### config.mk
export PLATFORM = sky130hd
export DESIGN_NAME = lzsd_controller
export DESIGN_NICKNAME = d
export VERILOG_FILES = /design/src/hw/rtl/lzsd_pkg.sv /design/src/hw/rtl/lzsd_controller.sv
export SDC_FILE = /design/constraint.sdc
export NUM_CORES = 1
export LEC_CHECK = 0
export BUFFER_PORTS_ARGS = -buffer_cell sky130_fd_sc_hd__clkbuf_2
export CAP_MARGIN = 30
export CORE_AREA = 3 3 40 42
export DETAILED_ROUTE_END_ITERATION = 12
export DIE_AREA = 0 0 43 45
export PLACE_DENSITY = 0.51
export SYNTH_ARGS = -nofsm -noshare
export SYNTH_HDL_FRONTEND = slang
export SYNTH_SLANG_ARGS = --single-unit
export TNS_END_PERCENT = 100
### constraint.sdc
create_clock -name clk -period 1.15 [get_ports clk]
set_input_delay 0.115 -clock clk [delete_from_list [all_inputs] [get_ports clk]]
set_output_delay 0.115 -clock clk [all_outputs]
set_load 0.01 [all_outputs]
### src/hw/rtl/lzsd_pkg.sv
// ----------------------------------------------------------------------------
// lzsd_pkg
// Shared types and constants for the lzss token decompressor: byte and
// length widths, and the command and status groups between the controller
// and the datapath.
// ----------------------------------------------------------------------------
package lzsd_pkg;

  // byte width of the compressed and decompressed streams
  localparam int unsigned BYTE_W = 8;

  // match length register: code 0..15 plus a minimum match of at most 16
  localparam int unsigned LEN_W = 5;

  // field positions inside the second token byte
  localparam int unsigned CODE_W = 4;

  // controller to datapath commands
  typedef struct packed {
    logic lit_write;    // store and emit the literal on the input
    logic tok_hi_load;  // latch first token byte
    logic tok_lo_load;  // latch second token byte, length and quotient
    logic rem_step;     // reduce offset modulo the window depth
    logic addr_step;    // form the copy source position
    logic read_issue;   // first window read of a match
    logic copy_step;    // emit and write back one copied byte
  } lzsd_cmd_t;

  // datapath to controller status
  typedef struct packed {
    logic in_zero;    // input byte is zero
    logic out_free;   // output register can take a byte this cycle
    logic last_copy;  // the byte being copied ends the match
  } lzsd_sts_t;

endpackage

### src/hw/rtl/lzsd_controller.sv
// ----------------------------------------------------------------------------
// lzsd_controller
// Parse and copy sequencer: walks flag, literal and token bytes, then steps
// the datapath through offset reduction and the byte copy loop.
// ----------------------------------------------------------------------------
module lzsd_controller (
  input  logic                clk,
  input  logic                rst,
  input  logic                s_tvalid,
  output logic                s_tready,
  input  lzsd_pkg::lzsd_sts_t sts,
  output lzsd_pkg::lzsd_cmd_t cmd
);

  import lzsd_pkg::*;

  typedef enum logic [3:0] {
    S_FLAG,
    S_LIT,
    S_THI,
    S_TLO,
    S_REM,
    S_ADDR,
    S_READ,
    S_COPY
  } state_t;

  state_t state;

  // commands and input ready per state
  always_comb begin
    cmd      = '0;
    s_tready = 1'b0;
    unique case (state)
      S_FLAG: begin
        s_tready = 1'b1;
      end
      S_LIT: begin
        s_tready      = sts.out_free;
        cmd.lit_write = s_tvalid && sts.out_free;
      end
      S_THI: begin
        s_tready        = 1'b1;
        cmd.tok_hi_load = s_tvalid;
      end
      S_TLO: begin
        s_tready        = 1'b1;
        cmd.tok_lo_load = s_tvalid;
      end
      S_REM: begin
        cmd.rem_step = 1'b1;
      end
      S_ADDR: begin
        cmd.addr_step = 1'b1;
      end
      S_READ: begin
        cmd.read_issue = 1'b1;
      end
      S_COPY: begin
        cmd.copy_step = sts.out_free;
      end
      default: begin
        cmd      = '0;
        s_tready = 1'b0;
      end
    endcase
  end

  // state register
  always_ff @(posedge clk) begin
    if (rst) begin
      state <= S_FLAG;
    end else begin
      unique case (state)
        S_FLAG: begin
          if (s_tvalid) begin
            state <= sts.in_zero ? S_LIT : S_THI;
          end
        end
        S_LIT: begin
          if (cmd.lit_write) begin
            state <= S_FLAG;
          end
        end
        S_THI: begin
          if (s_tvalid) begin
            state <= S_TLO;
          end
        end
        S_TLO: begin
          if (s_tvalid) begin
            state <= S_REM;
          end
        end
        S_REM:  state <= S_ADDR;
        S_ADDR: state <= S_READ;
        S_READ: state <= S_COPY;
        S_COPY: begin
          if (cmd.copy_step && sts.last_copy) begin
            state <= S_FLAG;
          end
        end
        default: state <= S_FLAG;
      endcase
    end
  end

endmodule

# Word-level counts from Yosys, hierarchy flattened

Index checks and enable logic that the tools add are counted.

Register bits after elaboration: 4
Output and inout bits: 8
Word-level logic and storage cells: 33

Equal/unequal tests: 12
Muxes and demuxes: 15
Reduce and logical (&&, ||, !) cells: 5

Operators by type and width:

| operator                                                        | count |
|---|---|
| 4-bit case mux with 8 select lines                              | 1 |
| 4-bit two-way mux                                               | 5 |
| 4-bit by 3-bit == test with 1-bit output, second input constant | 4 |
| 2-bit inequality test, second input constant                    | 5 |
| 4-bit by 2-bit == test with 1-bit output, second input constant | 2 |
| 1-bit two-way mux                                               | 7 |
| 5-bit AND reduction                                             | 1 |
| 4-bit by 1-bit == test with 1-bit output, second input constant | 1 |
| 4-bit zero test                                                 | 1 |
| 3-bit OR reduction                                              | 1 |
| 1-bit logical AND                                               | 2 |
| 2-bit two-way mux                                               | 1 |
| 1-bit case mux with 2 select lines                              | 1 |

# Depth between registers and ports, before layout

Word-level depth: 5
Gate-level depth with buffers: 4
Depth with buffers taken out: 3

# Worst setup path before layout

Ideal clock, no wire load.

Path type: register to output
Start: register state[2]
End: output cmd[2] (netlist bit)
Arrival time: 0.857 ns
Slack: 0.178 ns
Cell stages (with the launch flop): 4
Path through: dfxtp_1 buf_2 inv_1 nor3b_1

RTL lines:

| item                   | line                  | source |
|---|---|---|
| start, declared        | lzsd_controller.sv:28 | `state_t state;` |
| start signal, assigned | lzsd_controller.sv:77 | `state <= sts.in_zero ? S_LIT : S_THI;` |
| end, declared          | lzsd_controller.sv:12 | `output lzsd_pkg::lzsd_cmd_t cmd` |

==> impl_results.md <==
- Share of the synthesized area in the top cell type: 0.2254
- Total gr overflow: 0
- Area delta synth->final: 52.58%
- Max-slew headroom: 0.8921
- Total die area: 1935 um2
- Count of pins over their slew limit: 0
- Yosys reg bits: 3
- Actual slew at the worst max-slew pin: 0.1574 ns
- WL final: 627 um
- Fmax achieved: 884.8 MHz
- Final net count: 56
- Worst endpoint data arrival time: 1.02 ns
- Syn_nets: 39
- Sequential share of the synthesized area: 0.2254
- CP startpoint kind: flip-flop
- TritonCTS clock tree: yes
- Combinational Power Share: 0.228
- Commonest cells after routing, fill and taps aside: clkbuf_2 (8), buf_2 (6), nor2_1 (4), clkbuf_4 (3), dfxtp_4 (3)
- Cell Area, Synth: 266.5 um2
- Vias in the first global route: 238
- First-pass GRT wire length: 938 um
- M1 WL: 275 um
- Cell internal pwr: 292.7 uW
- Final Hold Viols: 0
- # fillers: 146
- Clk buf depth: 2
- Via count: 282
- VDD IR-drop max: 0.2703 mV
- Syn_area_per_cell: 8.076 um2
- Most area-consuming cells after synthesis: dfxtp_1 (23%), nor3b_1 (8.5%), a221oi_2 (5.6%), nor2_1 (5.6%), nor2b_1 (4.7%)
- Required time worst endpoint: 1.03 ns
- Ys Warns: 0
- Status: finished, final reports clean
- Register clock-pin slew on the reported worst setup and hold paths: 0.03 ns
- Initial Util: 0.2074
- Crit path time final: 1.130 ns
- Met2 WL: 304 um
- GPL Wtd Cong: 0.6587
- Wire per inst: 9.797 um
- Post-DP HPWL: 477.5 um
- Cells after Synth: 33
- Clock share of power: 0.436
- RSZ-0062 raised after global routing: true
- Max-Cap Viols: 0
- Largest net degree at the start of global routing: 15
- Top Layer Used: met3
- Fraction of layout cells with a size suffix above 1: 0.5918
- Reg power frac: 0.335
- Min-delay worst type: in2reg
- Multi-input gate area: 209.0 um2
- Post-route ant nets: 0
- Count of unique library cells instantiated by Yosys: 22
- Synth area leader: dfxtp_1
- Initial antenna violation count: 0
- DR pass1 iterations: 1
- Boundary Pins: 14
- Max Fanout on Critical Path: 4
- Row count: 13
- Worst Setup End Kind: primary output
- IO Port Bufs: 13
- Die Height: 45 um
- DRT iter0 DRCs: 0
- Commonest non-fill, non-tap cell in the layout: clkbuf_2
- Final Util: 0.3165
- Sw frac: 0.2856
- Routed wl met3: 47 um
- Setup CP Type: reg2out
- Gr usage total: 0.06578
- Psw: 117.0 uW
- Num CTS Buffers: 3
- Final Skew: 0.001167 ns
- Biggest register: state
- Hold Crit Depth: 2
- Drc violations: 0
- H-Tree Depth: 1
- Root Driver: clkbuf_4
- Final setup viols: 0
- Lkg Pwr: 0.0001724 uW
- Max FFs per register: 3
- Core Box Area: 1285 um2
- Register Area: 71.32 um2
- Fin crit share: 0.9828
- Largest registers: state: 3 flops
- Clk_lat worst skew: 0.23 ns
- Power Density: 1008 nW/um2
- Via density: 4.406
- Die Wd: 43 um
- Worst reg2reg path depth: 4
- Clk sinks: 3
- Diodes inserted: 0
- Final hold slack: 0.08464 ns
worst paths after layout:
check / startpoint / end / slack (ns)
max: state[2]$_SDFFE_PP0P_ / cmd[6] / 0.02
min: rst / state[0]$_SDFFE_PP0P_ / 0.08
max reg2reg: state[0]$_SDFFE_PP0P_ / state[1]$_SDFFE_PP0P_ / 0.11
min reg2reg: state[2]$_SDFFE_PP0P_ / state[1]$_SDFFE_PP0P_ / 0.53
power by group through the flow:
stage                     clock [uW]  sequential [uW]  combinational, uW
after detailed placement           0              139               78.2
after global routing             194              141                103
final                            179              137               93.6
after global placement             0              139               78.4
after CTS                        191              141               84.9
after floorplan                    0              121               71.9
cells in the mapped netlist:
| cell type | number |
|---|---|
| and4b_1 | 1 |
| nand3_1 | 2 |
| o21ai_2 | 1 |
| mux2i_1 | 1 |
| a32oi_1 | 1 |
| nor3b_1 | 3 |
| and3_1 | 1 |
| nand2b_1 | 1 |
| buf_6 | 1 |
| nor2b_2 | 1 |
| a21boi_2 | 1 |
| nand4_1 | 1 |
| nor3_1 | 1 |
| nor2b_1 | 2 |
| a221oi_2 | 1 |
| inv_1 | 1 |
| nor2_1 | 4 |
| o21ai_0 | 2 |
| and4_1 | 1 |
| dfxtp_1 | 3 |
| buf_2 | 2 |
| a31oi_1 | 1 |
critical path: stages (launching register included):
cell and delay (ns):
dfxtp_4 0.35, nor2b_4 0.13, and4b_1 0.19, buf_2 0.12
stage by stage:
| step | worst slack, ns | cells | total power, uW | setup TNS [ns] | instance area, um2 |
|---|---|---|---|---|---|
| floorplan | 0.1776 | 33 | 192.9 | 0 | 266.5 |
| global placement | 0.04084 | 59 | 217.2 | 0 | 336.6 |
| detailed placement | -0.002767 | 59 | 217.4 | -0.002767 | 336.6 |
| CTS | 0.00007450 | 63 | 416.6 | 0 | 391.6 |
| global route | -0.01420 | 64 | 437.9 | -0.02993 | 406.6 |
| finish | 0.01978 | 64 | 409.8 | 0 | 406.6 |
per-layer routing:
layer | track usage | vias up
li1 | - | 153
met1 | 0.07711 | 121
met2 | 0.1018 | 8
met3 | 0.01594 | 0
met4 | 0.05422 | 0
met5 | 0 | -
final cells by class:
type,instances,area share
Multi-Input combinational cell,26,0.5138
Inverter,1,0.009231
Sequential cell,3,0.1754
Tap cell,15,0.04615
Clock buffer,4,0.06462
Timing Repair Buffer,15,0.1908
cells by family after synthesis:
kind of cell	after synthesis	share of synthesized area
buffers and inverters	4	0.09388
flip-flops	3	0.2254
AND/OR/NAND/NOR	18	0.4179
multiplexers	1	0.03756
AO/OA/AOI/OAI	7	0.2254
repair_timing:
item	4_1_cts	5_1_grt
buffers inserted	0	1
setup endpoints to repair	9	6
hold buffers	0	0
resized for setup	9	7
Power figures use the tool's default switching activity.
